$ cat config.mk
export PLATFORM = sky130hd
export DESIGN_NAME = buffer_pool_clock_replacement
export DESIGN_NICKNAME = d
export VERILOG_FILES = /design/src/hdl/bpcr_pkg.sv /design/src/hdl/bpcr_ram.sv /design/src/hdl/bpcr_datapath.sv /design/src/hdl/bpcr_ctrl.sv /design/src/hdl/buffer_pool_clock_replacement.sv
export VERILOG_INCLUDE_DIRS = /design/src /design/src/hdl
export SDC_FILE = /design/constraint.sdc
export NUM_CORES = 1
export LEC_CHECK = 0
export BUFFER_PORTS_ARGS = -buffer_cell sky130_fd_sc_hd__buf_2
export CORE_MARGIN = 4
export CORE_UTILIZATION = 40
export CTS_BUF_LIST = sky130_fd_sc_hd__clkbuf_8
export DETAILED_ROUTE_END_ITERATION = 8
export SYNTH_ARGS = -nofsm -noshare
export SYNTH_HDL_FRONTEND = slang
export SYNTH_SLANG_ARGS = --single-unit
export TNS_END_PERCENT = 30
$ cat constraint.sdc
create_clock -name clock -period 9.4 [get_ports clock]
set_input_delay 1.41 -clock clock [delete_from_list [all_inputs] [get_ports clock]]
set_output_delay 1.41 -clock clock [all_outputs]
set_load 0.03 [all_outputs]
$ cat src/hdl/buffer_pool_clock_replacement_defines.svh
// ----------------------------------------------------------------------------
// Buffer pool clock replacement: assertion macros
// Shared property shorthands for the frame table checks.
// ----------------------------------------------------------------------------
`ifndef BUFFER_POOL_CLOCK_REPLACEMENT_DEFINES_SVH
`define BUFFER_POOL_CLOCK_REPLACEMENT_DEFINES_SVH

// same-cycle implication
`define BPCR_ASSERT_IMPLY(label, clk, rst, ante, cons) \
   label: assert property (@(posedge clk) disable iff (rst) (ante) |-> (cons)) \
      else $error("bpcr: implication check failed");

// next-cycle implication
`define BPCR_ASSERT_NEXT(label, clk, rst, ante, cons) \
   label: assert property (@(posedge clk) disable iff (rst) (ante) |=> (cons)) \
      else $error("bpcr: next-cycle check failed");

`endif

$ cat src/hdl/bpcr_pkg.sv
// ----------------------------------------------------------------------------
// bpcr_pkg
// Types, codes and field widths of the clock replacement frame table.
// ----------------------------------------------------------------------------
`timescale 1ns / 1ps

package bpcr_pkg;

   localparam int NUM_FRAMES_DEF = 16;
   localparam int PAGE_BITS_DEF  = 16;

   localparam int OP_W       = 2;
   localparam int PAGE_W     = 16;
   localparam int IDX_W      = 4;
   localparam int STATUS_W   = 3;
   localparam int PIN_W      = 8;
   localparam int CFG_W      = 5;
   localparam int REQ_DATA_W = 16;
   localparam int RSP_USED_W = IDX_W + STATUS_W + PIN_W;
   localparam int RSP_DATA_W = 16;

   localparam logic [OP_W-1:0] OP_REQUEST = 2'd0;
   localparam logic [OP_W-1:0] OP_WRITE   = 2'd1;
   localparam logic [OP_W-1:0] OP_RELEASE = 2'd2;

   localparam logic [STATUS_W-1:0] ST_HIT        = 3'd0;
   localparam logic [STATUS_W-1:0] ST_FILLED     = 3'd1;
   localparam logic [STATUS_W-1:0] ST_REPLACED   = 3'd2;
   localparam logic [STATUS_W-1:0] ST_ALL_PINNED = 3'd3;
   localparam logic [STATUS_W-1:0] ST_INVALID    = 3'd4;

   localparam logic [PIN_W-1:0] PIN_MAX   = 8'hFF;
   localparam logic [PIN_W-1:0] PIN_FIRST = 8'd1;

   typedef enum logic [1:0] {
      S_IDLE,
      S_SCAN,
      S_SWEEP,
      S_RESULT
   } state_type;

   typedef enum logic [2:0] {
      ACT_NONE,
      ACT_FAIL,
      ACT_HIT,
      ACT_FILL,
      ACT_SWEEP_START,
      ACT_SWEEP_STEP
   } act_type;

   typedef struct packed {
      act_type act;
      logic    start;
      logic    scan_en;
      logic    out_load;
   } cmd_type;

   typedef struct packed {
      logic bad;
      logic is_request;
      logic scan_done;
      logic hit;
      logic empty_found;
      logic sweep_take;
      logic sweep_last;
      logic out_free;
   } sts_type;

endpackage

$ cat src/hdl/bpcr_ram.sv
// ----------------------------------------------------------------------------
// bpcr_ram
// Generic single write port, single read port RAM with registered read.
// ----------------------------------------------------------------------------
`timescale 1ns / 1ps

module bpcr_ram #(
   parameter int WIDTH = 8,
   parameter int DEPTH = 16
) (
   input  logic                     clock,
   input  logic                     wr_en,
   input  logic [$clog2(DEPTH)-1:0] wr_addr,
   input  logic [WIDTH-1:0]         wr_data,
   input  logic                     rd_en,
   input  logic [$clog2(DEPTH)-1:0] rd_addr,
   output logic [WIDTH-1:0]         rd_data
);

   logic [WIDTH-1:0] mem_ff [DEPTH];
   logic [WIDTH-1:0] rd_data_ff;

   always_ff @(posedge clock) begin
      if (wr_en) begin
         mem_ff[wr_addr] <= wr_data;
      end
      if (rd_en) begin
         rd_data_ff <= mem_ff[rd_addr];
      end
   end

   assign rd_data = rd_data_ff;

endmodule

$ cat src/hdl/bpcr_datapath.sv
// ----------------------------------------------------------------------------
// bpcr_datapath
// Frame table storage, lookup scan, clock hand sweep and result register.
// ----------------------------------------------------------------------------
`timescale 1ns / 1ps

module bpcr_datapath import bpcr_pkg::*; #(
   parameter int NUM_FRAMES = NUM_FRAMES_DEF,
   parameter int PAGE_BITS  = PAGE_BITS_DEF
) (
   input  logic                  clock,
   input  logic                  reset,
   input  logic [REQ_DATA_W-1:0] req_tdata,
   input  logic [OP_W-1:0]       req_tuser,
   input  logic                  csr_valid,
   input  logic [CFG_W-1:0]      csr_data,
   input  cmd_type               cmd,
   output sts_type               sts,
   output logic                  rsp_tvalid,
   input  logic                  rsp_tready,
   output logic [RSP_DATA_W-1:0] rsp_tdata
);

   localparam int FW        = $clog2(NUM_FRAMES);
   localparam int CW        = $clog2(NUM_FRAMES + 1);
   localparam int PW        = (PAGE_BITS < PAGE_W) ? PAGE_BITS : PAGE_W;
   localparam int RW        = PW + PIN_W;
   localparam int CFG_RESET = (NUM_FRAMES > 16) ? 16 : NUM_FRAMES;

   logic [CFG_W-1:0]      cfg_ff, cfg_in;
   logic [OP_W-1:0]       op_ff, op_in;
   logic [PW-1:0]         page_ff, page_in;
   logic [CW-1:0]         scan_ff, scan_in;
   logic                  cmp_vld_ff, cmp_vld_in;
   logic [FW-1:0]         cmp_idx_ff, cmp_idx_in;
   logic                  hit_ff, hit_in;
   logic [FW-1:0]         hit_idx_ff, hit_idx_in;
   logic [PIN_W-1:0]      hit_pin_ff, hit_pin_in;
   logic                  empty_ff, empty_in;
   logic [FW-1:0]         empty_idx_ff, empty_idx_in;
   logic [FW-1:0]         hand_ff, hand_in;
   logic [CW:0]           sweep_cnt_ff, sweep_cnt_in;
   logic [NUM_FRAMES-1:0] valid_ff, valid_in;
   logic [NUM_FRAMES-1:0] pinned_ff, pinned_in;
   logic [NUM_FRAMES-1:0] ref_ff, ref_in;
   logic [IDX_W-1:0]      res_idx_ff, res_idx_in;
   logic [STATUS_W-1:0]   res_status_ff, res_status_in;
   logic [PIN_W-1:0]      res_pin_ff, res_pin_in;
   logic                  rsp_valid_ff, rsp_valid_in;
   logic [RSP_DATA_W-1:0] rsp_data_ff, rsp_data_in;

   logic [CW-1:0]    n_active;
   logic             issue;
   logic [RW-1:0]    ram_rdata;
   logic [PW-1:0]    rd_page;
   logic [PIN_W-1:0] rd_pin;
   logic             cmp_hit;
   logic             cmp_empty;
   logic [PIN_W-1:0] pin_inc;
   logic             take;
   logic             last;
   logic [FW-1:0]    hand_next;
   logic             ram_we;
   logic [FW-1:0]    ram_waddr;
   logic [RW-1:0]    ram_wdata;

   always_comb begin
      if (cfg_ff == '0) begin
         n_active = CW'(1);
      end else if (32'(cfg_ff) > NUM_FRAMES) begin
         n_active = CW'(NUM_FRAMES);
      end else begin
         n_active = CW'(cfg_ff);
      end
   end

   assign issue     = cmd.scan_en && !hit_ff && (scan_ff != n_active);
   assign rd_page   = ram_rdata[PW-1:0];
   assign rd_pin    = ram_rdata[RW-1:PW];
   assign cmp_hit   = cmp_vld_ff && valid_ff[cmp_idx_ff] && (rd_page == page_ff) && !hit_ff;
   assign cmp_empty = cmp_vld_ff && !valid_ff[cmp_idx_ff] && !empty_ff;
   assign pin_inc   = (hit_pin_ff == PIN_MAX) ? hit_pin_ff : hit_pin_ff + 1'b1;
   assign take      = !ref_ff[hand_ff] && !pinned_ff[hand_ff];
   assign last      = (sweep_cnt_ff == ({n_active, 1'b0} - 1'b1));
   assign hand_next = ((CW'(hand_ff) + 1'b1) == n_active) ? '0 : hand_ff + 1'b1;

   always_comb begin
      cfg_in        = csr_valid ? csr_data : cfg_ff;
      op_in         = op_ff;
      page_in       = page_ff;
      scan_in       = scan_ff;
      cmp_vld_in    = issue;
      cmp_idx_in    = scan_ff[FW-1:0];
      hit_in        = hit_ff;
      hit_idx_in    = hit_idx_ff;
      hit_pin_in    = hit_pin_ff;
      empty_in      = empty_ff;
      empty_idx_in  = empty_idx_ff;
      hand_in       = hand_ff;
      sweep_cnt_in  = sweep_cnt_ff;
      valid_in      = valid_ff;
      pinned_in     = pinned_ff;
      ref_in        = ref_ff;
      res_idx_in    = res_idx_ff;
      res_status_in = res_status_ff;
      res_pin_in    = res_pin_ff;
      ram_we        = 1'b0;
      ram_waddr     = hit_idx_ff;
      ram_wdata     = {pin_inc, page_ff};

      if (cmd.start) begin
         op_in      = req_tuser;
         page_in    = req_tdata[PW-1:0];
         scan_in    = '0;
         cmp_vld_in = 1'b0;
         hit_in     = 1'b0;
         empty_in   = 1'b0;
      end

      if (issue) begin
         scan_in = scan_ff + 1'b1;
      end
      if (cmp_hit) begin
         hit_in     = 1'b1;
         hit_idx_in = cmp_idx_ff;
         hit_pin_in = rd_pin;
      end
      if (cmp_empty) begin
         empty_in     = 1'b1;
         empty_idx_in = cmp_idx_ff;
      end

      case (cmd.act)
         ACT_FAIL: begin
            res_idx_in    = '0;
            res_status_in = ST_INVALID;
            res_pin_in    = '0;
         end
         ACT_HIT: begin
            res_idx_in    = IDX_W'(hit_idx_ff);
            res_status_in = ST_HIT;
            res_pin_in    = hit_pin_ff;
            case (op_ff)
               OP_REQUEST: begin
                  ram_we                = 1'b1;
                  pinned_in[hit_idx_ff] = 1'b1;
                  ref_in[hit_idx_ff]    = 1'b1;
                  res_pin_in            = pin_inc;
               end
               OP_RELEASE: begin
                  pinned_in[hit_idx_ff] = 1'b0;
               end
               default: begin
               end
            endcase
         end
         ACT_FILL: begin
            ram_we                  = 1'b1;
            ram_waddr               = empty_idx_ff;
            ram_wdata               = {PIN_FIRST, page_ff};
            valid_in[empty_idx_ff]  = 1'b1;
            pinned_in[empty_idx_ff] = 1'b1;
            ref_in[empty_idx_ff]    = 1'b1;
            res_idx_in              = IDX_W'(empty_idx_ff);
            res_status_in           = ST_FILLED;
            res_pin_in              = PIN_FIRST;
         end
         ACT_SWEEP_START: begin
            hand_in      = (CW'(hand_ff) >= n_active) ? '0 : hand_ff;
            sweep_cnt_in = '0;
         end
         ACT_SWEEP_STEP: begin
            hand_in = hand_next;
            if (take) begin
               ram_we             = 1'b1;
               ram_waddr          = hand_ff;
               ram_wdata          = {PIN_FIRST, page_ff};
               valid_in[hand_ff]  = 1'b1;
               pinned_in[hand_ff] = 1'b1;
               ref_in[hand_ff]    = 1'b1;
               res_idx_in         = IDX_W'(hand_ff);
               res_status_in      = ST_REPLACED;
               res_pin_in         = PIN_FIRST;
            end else begin
               ref_in[hand_ff] = 1'b0;
               sweep_cnt_in    = sweep_cnt_ff + 1'b1;
               if (last) begin
                  res_idx_in    = '0;
                  res_status_in = ST_ALL_PINNED;
                  res_pin_in    = '0;
               end
            end
         end
         default: begin
         end
      endcase

      rsp_valid_in = rsp_valid_ff && !rsp_tready;
      rsp_data_in  = rsp_data_ff;
      if (cmd.out_load) begin
         rsp_valid_in = 1'b1;
         rsp_data_in  = {{(RSP_DATA_W - RSP_USED_W){1'b0}},
                         res_pin_ff, res_status_ff, res_idx_ff};
      end
   end

   always_ff @(posedge clock) begin
      if (reset) begin
         cfg_ff       <= CFG_W'(CFG_RESET);
         cmp_vld_ff   <= 1'b0;
         hit_ff       <= 1'b0;
         empty_ff     <= 1'b0;
         hand_ff      <= '0;
         valid_ff     <= '0;
         pinned_ff    <= '0;
         ref_ff       <= '0;
         rsp_valid_ff <= 1'b0;
      end else begin
         cfg_ff       <= cfg_in;
         cmp_vld_ff   <= cmp_vld_in;
         hit_ff       <= hit_in;
         empty_ff     <= empty_in;
         hand_ff      <= hand_in;
         valid_ff     <= valid_in;
         pinned_ff    <= pinned_in;
         ref_ff       <= ref_in;
         rsp_valid_ff <= rsp_valid_in;
      end
   end

   always_ff @(posedge clock) begin
      op_ff         <= op_in;
      page_ff       <= page_in;
      scan_ff       <= scan_in;
      cmp_idx_ff    <= cmp_idx_in;
      hit_idx_ff    <= hit_idx_in;
      hit_pin_ff    <= hit_pin_in;
      empty_idx_ff  <= empty_idx_in;
      sweep_cnt_ff  <= sweep_cnt_in;
      res_idx_ff    <= res_idx_in;
      res_status_ff <= res_status_in;
      res_pin_ff    <= res_pin_in;
      rsp_data_ff   <= rsp_data_in;
   end

   // page number and pin count of each frame
   bpcr_ram #(
      .WIDTH (RW),
      .DEPTH (NUM_FRAMES)
   ) u_frame_ram (
      .clock   (clock),
      .wr_en   (ram_we),
      .wr_addr (ram_waddr),
      .wr_data (ram_wdata),
      .rd_en   (issue),
      .rd_addr (scan_ff[FW-1:0]),
      .rd_data (ram_rdata)
   );

   assign sts.bad         = (page_ff == '0) ||
                            !((op_ff == OP_REQUEST) || (op_ff == OP_WRITE) ||
                              (op_ff == OP_RELEASE));
   assign sts.is_request  = (op_ff == OP_REQUEST);
   assign sts.scan_done   = !cmp_vld_ff && (hit_ff || (scan_ff == n_active));
   assign sts.hit         = hit_ff;
   assign sts.empty_found = empty_ff;
   assign sts.sweep_take  = take;
   assign sts.sweep_last  = last;
   assign sts.out_free    = !rsp_valid_ff || rsp_tready;

   assign rsp_tvalid = rsp_valid_ff;
   assign rsp_tdata  = rsp_data_ff;

endmodule

$ cat src/hdl/bpcr_ctrl.sv
// ----------------------------------------------------------------------------
// bpcr_ctrl
// Sequencer: accept, lookup scan, clock sweep, result hand-off.
// ----------------------------------------------------------------------------
`timescale 1ns / 1ps

module bpcr_ctrl import bpcr_pkg::*; (
   input  logic    clock,
   input  logic    reset,
   input  logic    req_tvalid,
   output logic    req_tready,
   input  sts_type sts,
   output cmd_type cmd
);

   state_type state_ff, state_in;

   always_comb begin
      state_in = state_ff;
      case (state_ff)
         S_IDLE: begin
            if (req_tvalid) begin
               state_in = S_SCAN;
            end
         end
         S_SCAN: begin
            if (sts.bad) begin
               state_in = S_RESULT;
            end else if (sts.scan_done) begin
               if (sts.hit || !sts.is_request || sts.empty_found) begin
                  state_in = S_RESULT;
               end else begin
                  state_in = S_SWEEP;
               end
            end
         end
         S_SWEEP: begin
            if (sts.sweep_take || sts.sweep_last) begin
               state_in = S_RESULT;
            end
         end
         S_RESULT: begin
            if (sts.out_free) begin
               state_in = S_IDLE;
            end
         end
         default: begin
            state_in = S_IDLE;
         end
      endcase
   end

   always_comb begin
      req_tready   = 1'b0;
      cmd          = '0;
      cmd.act      = ACT_NONE;
      case (state_ff)
         S_IDLE: begin
            req_tready = 1'b1;
            cmd.start  = req_tvalid;
         end
         S_SCAN: begin
            if (sts.bad) begin
               cmd.act = ACT_FAIL;
            end else begin
               cmd.scan_en = 1'b1;
               if (sts.scan_done) begin
                  if (sts.hit) begin
                     cmd.act = ACT_HIT;
                  end else if (!sts.is_request) begin
                     cmd.act = ACT_FAIL;
                  end else if (sts.empty_found) begin
                     cmd.act = ACT_FILL;
                  end else begin
                     cmd.act = ACT_SWEEP_START;
                  end
               end
            end
         end
         S_SWEEP: begin
            cmd.act = ACT_SWEEP_STEP;
         end
         S_RESULT: begin
            cmd.out_load = sts.out_free;
         end
         default: begin
         end
      endcase
   end

   always_ff @(posedge clock) begin
      if (reset) begin
         state_ff <= S_IDLE;
      end else begin
         state_ff <= state_in;
      end
   end

endmodule

$ cat src/hdl/buffer_pool_clock_replacement.sv
// ----------------------------------------------------------------------------
// buffer_pool_clock_replacement
// Page buffer pool frame table with clock (second chance) replacement.
// ----------------------------------------------------------------------------
//  Channel  Direction  Payload
//  req      in         tdata: page_number; tuser: operation
//  rsp      out        tdata: frame_index, status, pin_count_now
//  csr      in         data: frames_in_use
//
//  A beat passes through accept, a lookup scan (one frame per cycle through
//  the single read port of the frame RAM, stopping at a hit), on a
//  replacement a clock sweep of at most two passes of the hand over the
//  active frames, and result hand-off; n is the active frame count.
//  Reset is synchronous, clears all frames and the hand, and sets the frame
//  count to its default.
//  A waiting result beat does not hold off the next request beat.
// ----------------------------------------------------------------------------
`timescale 1ns / 1ps
`include "buffer_pool_clock_replacement_defines.svh"

module buffer_pool_clock_replacement import bpcr_pkg::*; #(
   parameter int NUM_FRAMES = NUM_FRAMES_DEF,
   parameter int PAGE_BITS  = PAGE_BITS_DEF
) (
   input  logic                  clock,
   input  logic                  reset,
   input  logic                  req_tvalid,
   output logic                  req_tready,
   input  logic [REQ_DATA_W-1:0] req_tdata,   // [15:0] page_number
   input  logic [OP_W-1:0]       req_tuser,   // [1:0] operation
   output logic                  rsp_tvalid,
   input  logic                  rsp_tready,
   output logic [RSP_DATA_W-1:0] rsp_tdata,   // [3:0] frame_index, [6:4] status,
                                              // [14:7] pin_count_now, [15] zero
   input  logic                  csr_valid,
   output logic                  csr_ready,
   input  logic [CFG_W-1:0]      csr_data
);

   cmd_type             cmd;
   sts_type             sts;
   logic [IDX_W-1:0]    rsp_idx;
   logic [STATUS_W-1:0] rsp_status;
   logic [PIN_W-1:0]    rsp_pin;

   assign csr_ready = 1'b1;

   bpcr_ctrl u_ctrl (
      .clock      (clock),
      .reset      (reset),
      .req_tvalid (req_tvalid),
      .req_tready (req_tready),
      .sts        (sts),
      .cmd        (cmd)
   );

   bpcr_datapath #(
      .NUM_FRAMES (NUM_FRAMES),
      .PAGE_BITS  (PAGE_BITS)
   ) u_datapath (
      .clock      (clock),
      .reset      (reset),
      .req_tdata  (req_tdata),
      .req_tuser  (req_tuser),
      .csr_valid  (csr_valid),
      .csr_data   (csr_data),
      .cmd        (cmd),
      .sts        (sts),
      .rsp_tvalid (rsp_tvalid),
      .rsp_tready (rsp_tready),
      .rsp_tdata  (rsp_tdata)
   );

   assign rsp_idx    = rsp_tdata[IDX_W-1:0];
   assign rsp_status = rsp_tdata[IDX_W +: STATUS_W];
   assign rsp_pin    = rsp_tdata[IDX_W + STATUS_W +: PIN_W];

   `BPCR_ASSERT_IMPLY(a_fail_zero, clock, reset,
      rsp_tvalid && (rsp_status == ST_INVALID || rsp_status == ST_ALL_PINNED),
      rsp_idx == '0 && rsp_pin == '0)
   `BPCR_ASSERT_IMPLY(a_claim_one_pin, clock, reset,
      rsp_tvalid && (rsp_status == ST_FILLED || rsp_status == ST_REPLACED),
      rsp_pin == PIN_FIRST)
   `BPCR_ASSERT_IMPLY(a_busy_no_accept, clock, reset,
      cmd.act != ACT_NONE, !req_tready)
   `BPCR_ASSERT_NEXT(a_load_shows, clock, reset,
      cmd.out_load, rsp_tvalid)

endmodule
==> results.ini, run 1 <==
[critical_path]
crit_type=reg2reg
arrival_ns=5.89
cp_common_cell=buf_4
path_buf_inv=2
path_cells=nor4_1, and4_1, nor3_1, a41oi_1, buf_4, nand4_2, o21ai_4, o221ai_2, and3b_1, buf_4
endpoint_kind=flop
cp_max_fo=22
ff2ff_path_depth=10
cp-start-kind=flop
cp.required_ns=9.74
critPathTopFamily=simple AND/OR/NAND/NOR gates
path_depth=10
cp_slowest_cell=and3b_1
slowest_delay_ns=0.93

[clock_tree]
clk_latency_ns=0.68
clk_path_buf_depth=3
cts_resized=0
cts_hold_buffers=0
numCtsBuffers=91
htree_levels=3
post_cts_buffers=0
root_buffer=clkbuf_8
clk_pin_slew_ns=0.06
cts_tree=yes
cts.sink_count=550

[sta]
finalSetupTns_ns=0
max_slew_margin=0.147
tightest_slew_ns=1.28
finalSetupViolations=0
maxSlewViolCount=0
timing.final.crit_share=0.591
finalHoldViolCount=0
fin_hold_ws_ns=0.411
clock_skew_ns=0.0459
rsz0062_at_grt=no
timing.final.ws_setup_ns=3.85
max_freq_mhz=180
period_needed_ns=5.55

[global_routing]
met3_usage=0.0403
grt_busiest_layer=met2
grt_antenna_before_repair=1
grt_pass1_vias=13781
grt_usage=0.184
grt_pass1_wl_um=87000
grt_max_degree=101
overflow=0
grt_use_met2=0.288
grt.met1_usage=0.252

[die]
initial_core_util=0.407
dieArea_um2=61900
die_w_um=249
num_rows=87
fp.dieH_um=249
io_pins=47
design.core.area_um2=56900

[drt]
drc=0
wl_per_cell_um=24.6
detail_route.iter0.violations=1282
ant_nets=0
via_per_inst=5.78
dr.pass1.iters=8
wl_um=57800
via_count=13576

[synthesis]
ys_seq_elements=550
async_reset_ff_frac=0
yosysWarnings=0
ys_types=83
synth_nets=1470
ys.flop_type=edfxtp_1
ys_seq_area_frac=0.683
synth_edf_count=483
syn_inst=1426
syn_area_um2=23200
avgSynthCellArea_um2=16.3

[cells_and_area]
fin_nets=1562
instances_no_fill=2347
antenna_cells=0
areaGrowthSynthToFinish_pct=12.4
postLayoutCoreUtil=0.458
final_area_um2=26100
layout_common_cells=483 x edfxtp_1, 126 x mux4_2, 98 x clkbuf_8, 84 x nor2_1, 80 x inv_1
final_common_cell=edfxtp_1
drive_gt1_frac=0.224

[power_and_ir_drop]
p_per_area_nw_per_um2=244
p_leak_nw=8.35
p_total_mw=6.36
ir_drop_mv=0.235

[hold_path]
min_path_type=reg2reg
min_path_cells=0

[place]
place_area_um2=24400
routabilityCongestion=0.918
post-place-cells=2180
dpl.hpwl_um=34300
port_buffers=44
dp_slack_ns=3.80

[run]
drv.max_cap_violation_count=0

[status]
status=finished clean

report_power, final:
part           internal, mW  switching (mW)  total, mW  leakage, nW
clock                 0.994           0.963       1.96        0.980
combinational         0.630           0.737       1.37         2.48
sequential             2.89           0.147       3.04         4.89
kinds of logic (layout without fill, tap and decap cells):
| family | count (synthesis) | in the layout | synth area share |
|---|---|---|---|
| AND/OR/NAND/NOR | 312 | 312 | 0.0695 |
| flip-flops | 550 | 550 | 0.683 |
| other | 2 | 2 | 0.000324 |
| buffers and inverters | 130 | 295 | 0.0238 |
| XOR/XNOR | 43 | 43 | 0.0166 |
| adder cells (fa/ha/maj) | 16 | 16 | 0.00863 |
| multiplexers | 138 | 138 | 0.128 |
| AO/OA/AOI/OAI | 235 | 235 | 0.0703 |
worst paths after layout:
path / start / end / slack (ns)
worst max register to register: u_datapath.page_ff[10]$_DFFE_PP_ / u_datapath.u_frame_ram.mem_ff[13][20]$_DFFE_PP_ / 3.85
worst max-delay path: u_datapath.page_ff[10]$_DFFE_PP_ / u_datapath.u_frame_ram.mem_ff[13][20]$_DFFE_PP_ / 3.85
worst min-delay path: u_datapath.res_pin_ff[1]$_DFFE_PP_ / u_datapath.rsp_tdata[8]$_DFFE_PP_ / 0.41
worst min register to register: u_datapath.res_pin_ff[1]$_DFFE_PP_ / u_datapath.rsp_tdata[8]$_DFFE_PP_ / 0.41
registers in the layout, indices dropped and copies added (netlist names), named ones only:
name,cells
u_datapath.cmp_vld_ff,1
u_datapath.valid_ff,16
u_datapath.u_frame_ram.mem_ff,384
u_datapath.scan_ff,5
u_datapath.hand_ff,4
u_datapath.res_idx_ff,4
u_datapath.sweep_cnt_ff,6
u_ctrl.state_ff,2
u_datapath.hit_idx_ff,4
u_datapath.rsp_tdata,15
u_datapath.rsp_tvalid,1
u_datapath.res_status_ff,3
u_datapath.res_pin_ff,8
u_datapath.op_ff,2
u_datapath.empty_idx_ff,4
u_datapath.hit_ff,1
u_datapath.cmp_idx_ff,4
u_datapath.empty_ff,1
u_datapath.page_ff,16
u_datapath.hit_pin_ff,8
u_datapath.u_frame_ram.rd_data,24
u_datapath.cfg_ff,5
layout make-up:
| cell class | count | area (um^2) |
|---|---|---|
| fill | 4956 | 30900 |
| sequential | 550 | 15800 |
| multi-input combinational | 746 | 6890 |
| clock buffer | 98 | 1350 |
| tap | 756 | 946 |
| timing repair buffer | 82 | 515 |
| clock inverter | 68 | 345 |
| inverter | 47 | 176 |
per-layer routing:
metal | vias to the layer above | wire length, um
li1 | 5919 | -
met1 | 6948 | 24900
met2 | 569 | 27100
met3 | 140 | 3750
met4 | 0 | 2040
met5 | - | 0
Yosys cell counts (all sizes together) (6+ instances only):
library cell,number,share of area
xnor2,27,0.011
a211oi,20,0.0065
xor2,16,0.0060
nand4,6,0.0019
mux2i,12,0.0052
ha,16,0.0086
o21ai,42,0.0097
o221ai,7,0.0032
nor3,48,0.011
nand2b,9,0.0024
o311ai,9,0.0034
nor2,86,0.014
nand3,25,0.0054
o22ai,10,0.0030
o41ai,7,0.0026
mux4,126,0.12
edfxtp,483,0.63
nor2b,14,0.0038
o32ai,6,0.0023
a311oi,8,0.0030
and3,10,0.0029
clkbuf,51,0.0083
dfxtp,67,0.058
buf,32,0.0079
or3,11,0.0032
a2111oi,6,0.0023
inv,47,0.0076
a21oi,65,0.014
a221oi,10,0.0038
o211ai,6,0.0019
nor4,13,0.0048
nand2,62,0.010
(Power assumes the default switching activity.)
==> run 2: changes to the inputs <==
- clock period: 9.4 -> 5.4 ns (I/O delays scaled with it)
==> run 2 against run 1 <==
  * First-iteration DRC count fell by 10%
  * Cell area grew 1.4%
  * Critical path depth fell by 1
  * Routed wire length fell by 0.49%
  * Die area stayed put
  * Worst setup slack got worse by 3.1 ns
  * Register-to-register slack worse by 3.1 ns
  * Combinational power is 82% higher
  * Power is 76% higher
  * Fmax is 19% higher
  * Cell count rose by 1.4%
  * Largest cell class unchanged
==> results.ini, run 2 (synthesis gave the netlist of run 1 again) <==
[sta]
finalSetupViolations=0
clock_skew_ns=0.0453
rsz0062_at_grt=no
maxSlewViolCount=0
tightest_slew_ns=1.15
period_needed_ns=4.68
max_freq_mhz=214
timing.final.crit_share=0.867
max_slew_margin=0.227
finalSetupTns_ns=0
finalHoldViolCount=0
timing.final.ws_setup_ns=0.719

[drt]
dr.pass1.iters=8
ant_nets=0
via_per_inst=5.70
detail_route.iter0.violations=1149
via_count=13569
wl_um=57500
drc=0
wl_per_cell_um=24.1

[critical_path]
r2r-start=u_datapath.page_ff[15]$_DFFE_PP_
cp_slowest_cell=o221ai_2
reg2reg_slack_ns=0.72
crit_type=reg2reg
cp-start-kind=flop
critPathTopFamily=simple AND/OR/NAND/NOR gates
ff2ff_path_depth=9
endpoint_kind=flop
cp_max_fo=24
slowest_delay_ns=0.79
path_buf_inv=1
reg2reg_to=u_datapath.u_frame_ram.mem_ff[6][12]$_DFFE_PP_
path_cells=nor4_1, and4_1, nor3_1, a21o_1, nor3_4, nand2_2, o221ai_2, nor4bb_4, buf_4
cp.required_ns=5.72
arrival_ns=5.00

[global_routing]
grt_max_degree=60
grt_pass1_wl_um=87500
grt_usage=0.184
grt_antenna_before_repair=1
grt_pass1_vias=13791
overflow=0

[die]
initial_core_util=0.407
die_w_um=249
io_pins=47
fp.dieH_um=249
num_rows=87
dieArea_um2=61900
design.core.area_um2=56900

[clock_tree]
htree_levels=3
root_buffer=clkbuf_8
numCtsBuffers=89
cts.sink_count=550
cts_resized=0
clk_latency_ns=0.69
cts_tree=yes
post_cts_buffers=0
clk_path_buf_depth=3
clk_pin_slew_ns=0.06
cts_hold_buffers=0

[hold_path]
min_from=req_tuser[0]
min_to=u_datapath.op_ff[0]$_DFFE_PP_
min_path_type=in2reg
min_path_cells=1

[cells_and_area]
layout_common_cells=483 x edfxtp_1, 126 x mux4_2, 92 x clkbuf_8, 84 x nor2_1, 75 x inv_1
drive_gt1_frac=0.242
largest_register=u_datapath.u_frame_ram.mem_ff
largest_reg_flops=384
regArea_um2=15800
final_area_um2=26400
final_common_cell=edfxtp_1
fin_nets=1597
instances_no_fill=2381
multi_input_area_um2=6890
fill_cells=4880
areaGrowthSynthToFinish_pct=13.9

[place]
place_area_um2=24700
dp_slack_ns=0.718
routabilityCongestion=0.949
dpl.hpwl_um=36000
post-place-cells=2218
port_buffers=44

[power_and_ir_drop]
ir_drop_mv=0.241
p_per_area_nw_per_um2=425
p_leak_nw=8.55

[status]
status=finished clean

[run]
drv.max_cap_violation_count=0

run 2: cell types whose count changed in the layout (fill, tap and decap cells not counted), sizes merged:
| cell | change |
|---|---|
| buf | +37 |
| inv | -3 |
| clkinvlp | -2 |
| diode | +1 |
| clkinv | +3 |
| bufinv | +4 |
| clkbuf | -6 |
run 2: stage by stage:
step | hold slack [ns] | utilization | total power, mW
floorplan | 0.357 | - | 7.08
detailed placement | 0.405 | 0.434 | 7.85
global route | 0.254 | 0.464 | 11.8
finish | 0.304 | 0.464 | 11.2
CTS | 0.248 | 0.464 | 11.4
global placement | 0.402 | 0.434 | 7.81
run 2: worst max-delay path by stage:
stage / from / to / slack [ns] / depth (start not counted)
after CTS: u_datapath.page_ff[15]$_DFFE_PP_ / u_datapath.u_frame_ram.mem_ff[6][18]$_DFFE_PP_ / 0.71 / 9
final: u_datapath.page_ff[15]$_DFFE_PP_ / u_datapath.u_frame_ram.mem_ff[6][12]$_DFFE_PP_ / 0.72 / 9
after global placement: u_datapath.page_ff[15]$_DFFE_PP_ / u_datapath.u_frame_ram.mem_ff[6][6]$_DFFE_PP_ / 0.85 / 9
after global routing: u_datapath.cfg_ff[4]$_SDFFE_PP1P_ / u_datapath.u_frame_ram.mem_ff[10][0]$_DFFE_PP_ / 0.46 / 10
after floorplan: u_datapath.cfg_ff[2]$_SDFFE_PP0P_ / u_datapath.u_frame_ram.mem_ff[2][0]$_DFFE_PP_ / -0.29 / 10
after detailed placement: u_datapath.page_ff[15]$_DFFE_PP_ / u_datapath.u_frame_ram.mem_ff[6][15]$_DFFE_PP_ / 0.72 / 9
run 2: layout make-up:
class	count	area share
Clock inverter	70	0.0174
Multi-Input combinational cell	746	0.261
Clock buffer	92	0.0479
Timing Repair Buffer	119	0.0315
Inverter	47	0.00668
Antenna cell	1	0.0000947
Sequential cell	550	0.600
Tap cell	756	0.0358
run 2: power by group:
group,internal (mW),switching (mW)
combinational,1.13,1.37
sequential,5.03,0.198
clock,1.84,1.66
run 2: metal layers:
| layer | share of wire | track usage |
|---|---|---|
| met4 | 0.034 | 0.0662 |
| met1 | 0.43 | 0.255 |
| met3 | 0.061 | 0.0396 |
| met2 | 0.47 | 0.291 |
| met5 | 0 | 0 |
run 2: worst reg2reg max path, delay by kind of cell (launching register included):
family,cells,cell delay (ns)
flops,1,0.66
simple gates,6,2.09
compound gates,2,1.14
buf+inv,1,0.43
==> run 3: changes to the inputs <==
- CORE_ASPECT_RATIO: unset -> 0.75
- CORE_UTILIZATION: 40 -> 45
==> run 3 against run 2 <==
  * Register-to-register slack got worse by 0.07 ns
  * Combinational power down 2%
  * Die area is 11% lower
  * Cell count down 5.1%
  * First-iteration DRC count grew 48%
  * Critical path depth unchanged
  * Hold slack worse by 0.0089 ns
  * Clock skew increased by 0.016 ns
  * Routed wire length rose by 0.79%
  * Worst setup slack got worse by 0.071 ns
  * Utilization up 5.4 points
  * Critical path type unchanged
  * Largest cell class unchanged
  * Largest power group unchanged
==> results.ini, run 3 (synthesis gave the netlist of run 1 again) <==
[die]
dieArea_um2=55300
io_pins=47
num_rows=71
design.core.area_um2=50500
initial_core_util=0.459
fp.dieH_um=205
die_w_um=270

[cells_and_area]
fill_cells=4103
areaGrowthSynthToFinish_pct=13.0
final_area_um2=26200
largest_reg_flops=384
final_common_cell=edfxtp_1
fin_nets=1583
largest_register=u_datapath.u_frame_ram.mem_ff
layout_common_cells=483 x edfxtp_1, 126 x mux4_2, 90 x clkbuf_8, 84 x nor2_1, 78 x inv_1
drive_gt1_frac=0.236

[clock_tree]
clk_path_buf_depth=3
cts_hold_buffers=0
post_cts_buffers=0
root_buffer=clkbuf_8
cts_resized=0
numCtsBuffers=87
htree_levels=3
cts.sink_count=550
clk_pin_slew_ns=0.06
clk_latency_ns=0.70
cts_tree=yes

[critical_path]
slowest_delay_ns=0.77
path_buf_inv=1
crit_type=reg2reg
endpoint_kind=flop
cp_max_fo=24
cp.required_ns=5.75
critPathTopFamily=simple AND/OR/NAND/NOR gates
cp-start-kind=flop
arrival_ns=5.10
path_cells=nor4_1, and4_1, nor3_1, a21o_1, nor3_4, nand2_2, o221ai_2, nor4bb_4, buf_12
cp_slowest_cell=o221ai_2

[status]
status=finished clean

[hold_path]
min_path_type=in2reg

[drt]
drc=0
detail_route.iter0.violations=1697
wl_per_cell_um=25.6
via_count=13668
wl_um=57900
via_per_inst=6.05
ant_nets=0
dr.pass1.iters=7

[sta]
finalHoldViolCount=0
timing.final.ws_setup_ns=0.648
clock_skew_ns=0.0610
rsz0062_at_grt=no
tightest_slew_ns=1.17
max_freq_mhz=210
period_needed_ns=4.75
maxSlewViolCount=0
max_slew_margin=0.216
timing.final.crit_share=0.880
finalSetupViolations=0

[run]
drv.max_cap_violation_count=0

[global_routing]
grt_pass1_vias=13559
grt_usage=0.211
overflow=0
grt_pass1_wl_um=87300
grt_antenna_before_repair=1
grt_max_degree=101

[place]
dp_slack_ns=0.777
place_area_um2=24600
dpl.hpwl_um=34900
port_buffers=44
routabilityCongestion=0.934

[power_and_ir_drop]
p_leak_nw=8.44
ir_drop_mv=0.386
p_per_area_nw_per_um2=416
p_total_mw=10.9

run 3: changes by cell type in the layout (fill, tap and decap cells not counted), sizes merged:
cell,previous run,this run
buf,119,107
inv,78,80
clkinvlp,2,6
clkbuf,92,90
bufinv,5,1
clkinv,32,22
run 3: cell type report:
| type | instances | area [um^2] | share of cell area |
|---|---|---|---|
| inverters | 47 | 176 | 0.00673 |
| multi-input cells | 746 | 6900 | 0.263 |
| well taps | 657 | 822 | 0.0314 |
| clock buffers | 90 | 1240 | 0.0473 |
| flip-flops and latches | 550 | 15800 | 0.605 |
| clock inverters | 62 | 312 | 0.0119 |
| repair buffers | 107 | 906 | 0.0346 |
| diodes | 1 | 2.50 | 0.0000955 |
run 3: path summary, 6_finish.rpt:
| kind | startpoint | endpoint | slack (ns) | cells after the start |
|---|---|---|---|---|
| worst max register to register | u_datapath.page_ff[8]$_DFFE_PP_ | u_datapath.u_frame_ram.mem_ff[3][4]$_DFFE_PP_ | 0.65 | 9 |
| worst max-delay path | u_datapath.page_ff[8]$_DFFE_PP_ | u_datapath.u_frame_ram.mem_ff[3][4]$_DFFE_PP_ | 0.65 | 9 |
| worst min-delay path | req_tuser[0] | u_datapath.op_ff[0]$_DFFE_PP_ | 0.30 | 1 |
| worst min register to register | u_datapath.res_pin_ff[2]$_DFFE_PP_ | u_datapath.rsp_tdata[9]$_DFFE_PP_ | 0.42 | 0 |
run 3: worst register-to-register path, cell delays in order (launching register included):
cell	delay (ns)
edfxtp_1	0.62
nor4_1	0.72
and4_1	0.44
nor3_1	0.12
a21o_1	0.37
nor3_4	0.37
nand2_2	0.27
o221ai_2	0.77
nor4bb_4	0.47
buf_12	0.25
run 3: layer usage:
metal	up-vias	global-route usage	routed length, um
li1	5974	-	-
met5	-	0	0
met4	0	0.0538	1180
met3	101	0.0576	5290
met2	597	0.299	24500
met1	6996	0.323	27000
run 3: where the power goes:
part | internal [mW] | switching [mW]
Sequential | 5.03 | 0.199
Combinational | 1.12 | 1.34
Clock | 1.60 | 1.61
run 3: through the flow:
step / hold WS (ns) / setup TNS, ns / instances / utilization
finish: 0.296 / 0 / 2260 / 0.518
global placement: 0.403 / 0 / 2107 / 0.488
global route: 0.262 / 0 / 2259 / 0.518
CTS: 0.247 / 0 / 2259 / 0.518
floorplan: 0.357 / -21.79 / 1426 / -
detailed placement: 0.405 / 0 / 2107 / 0.488
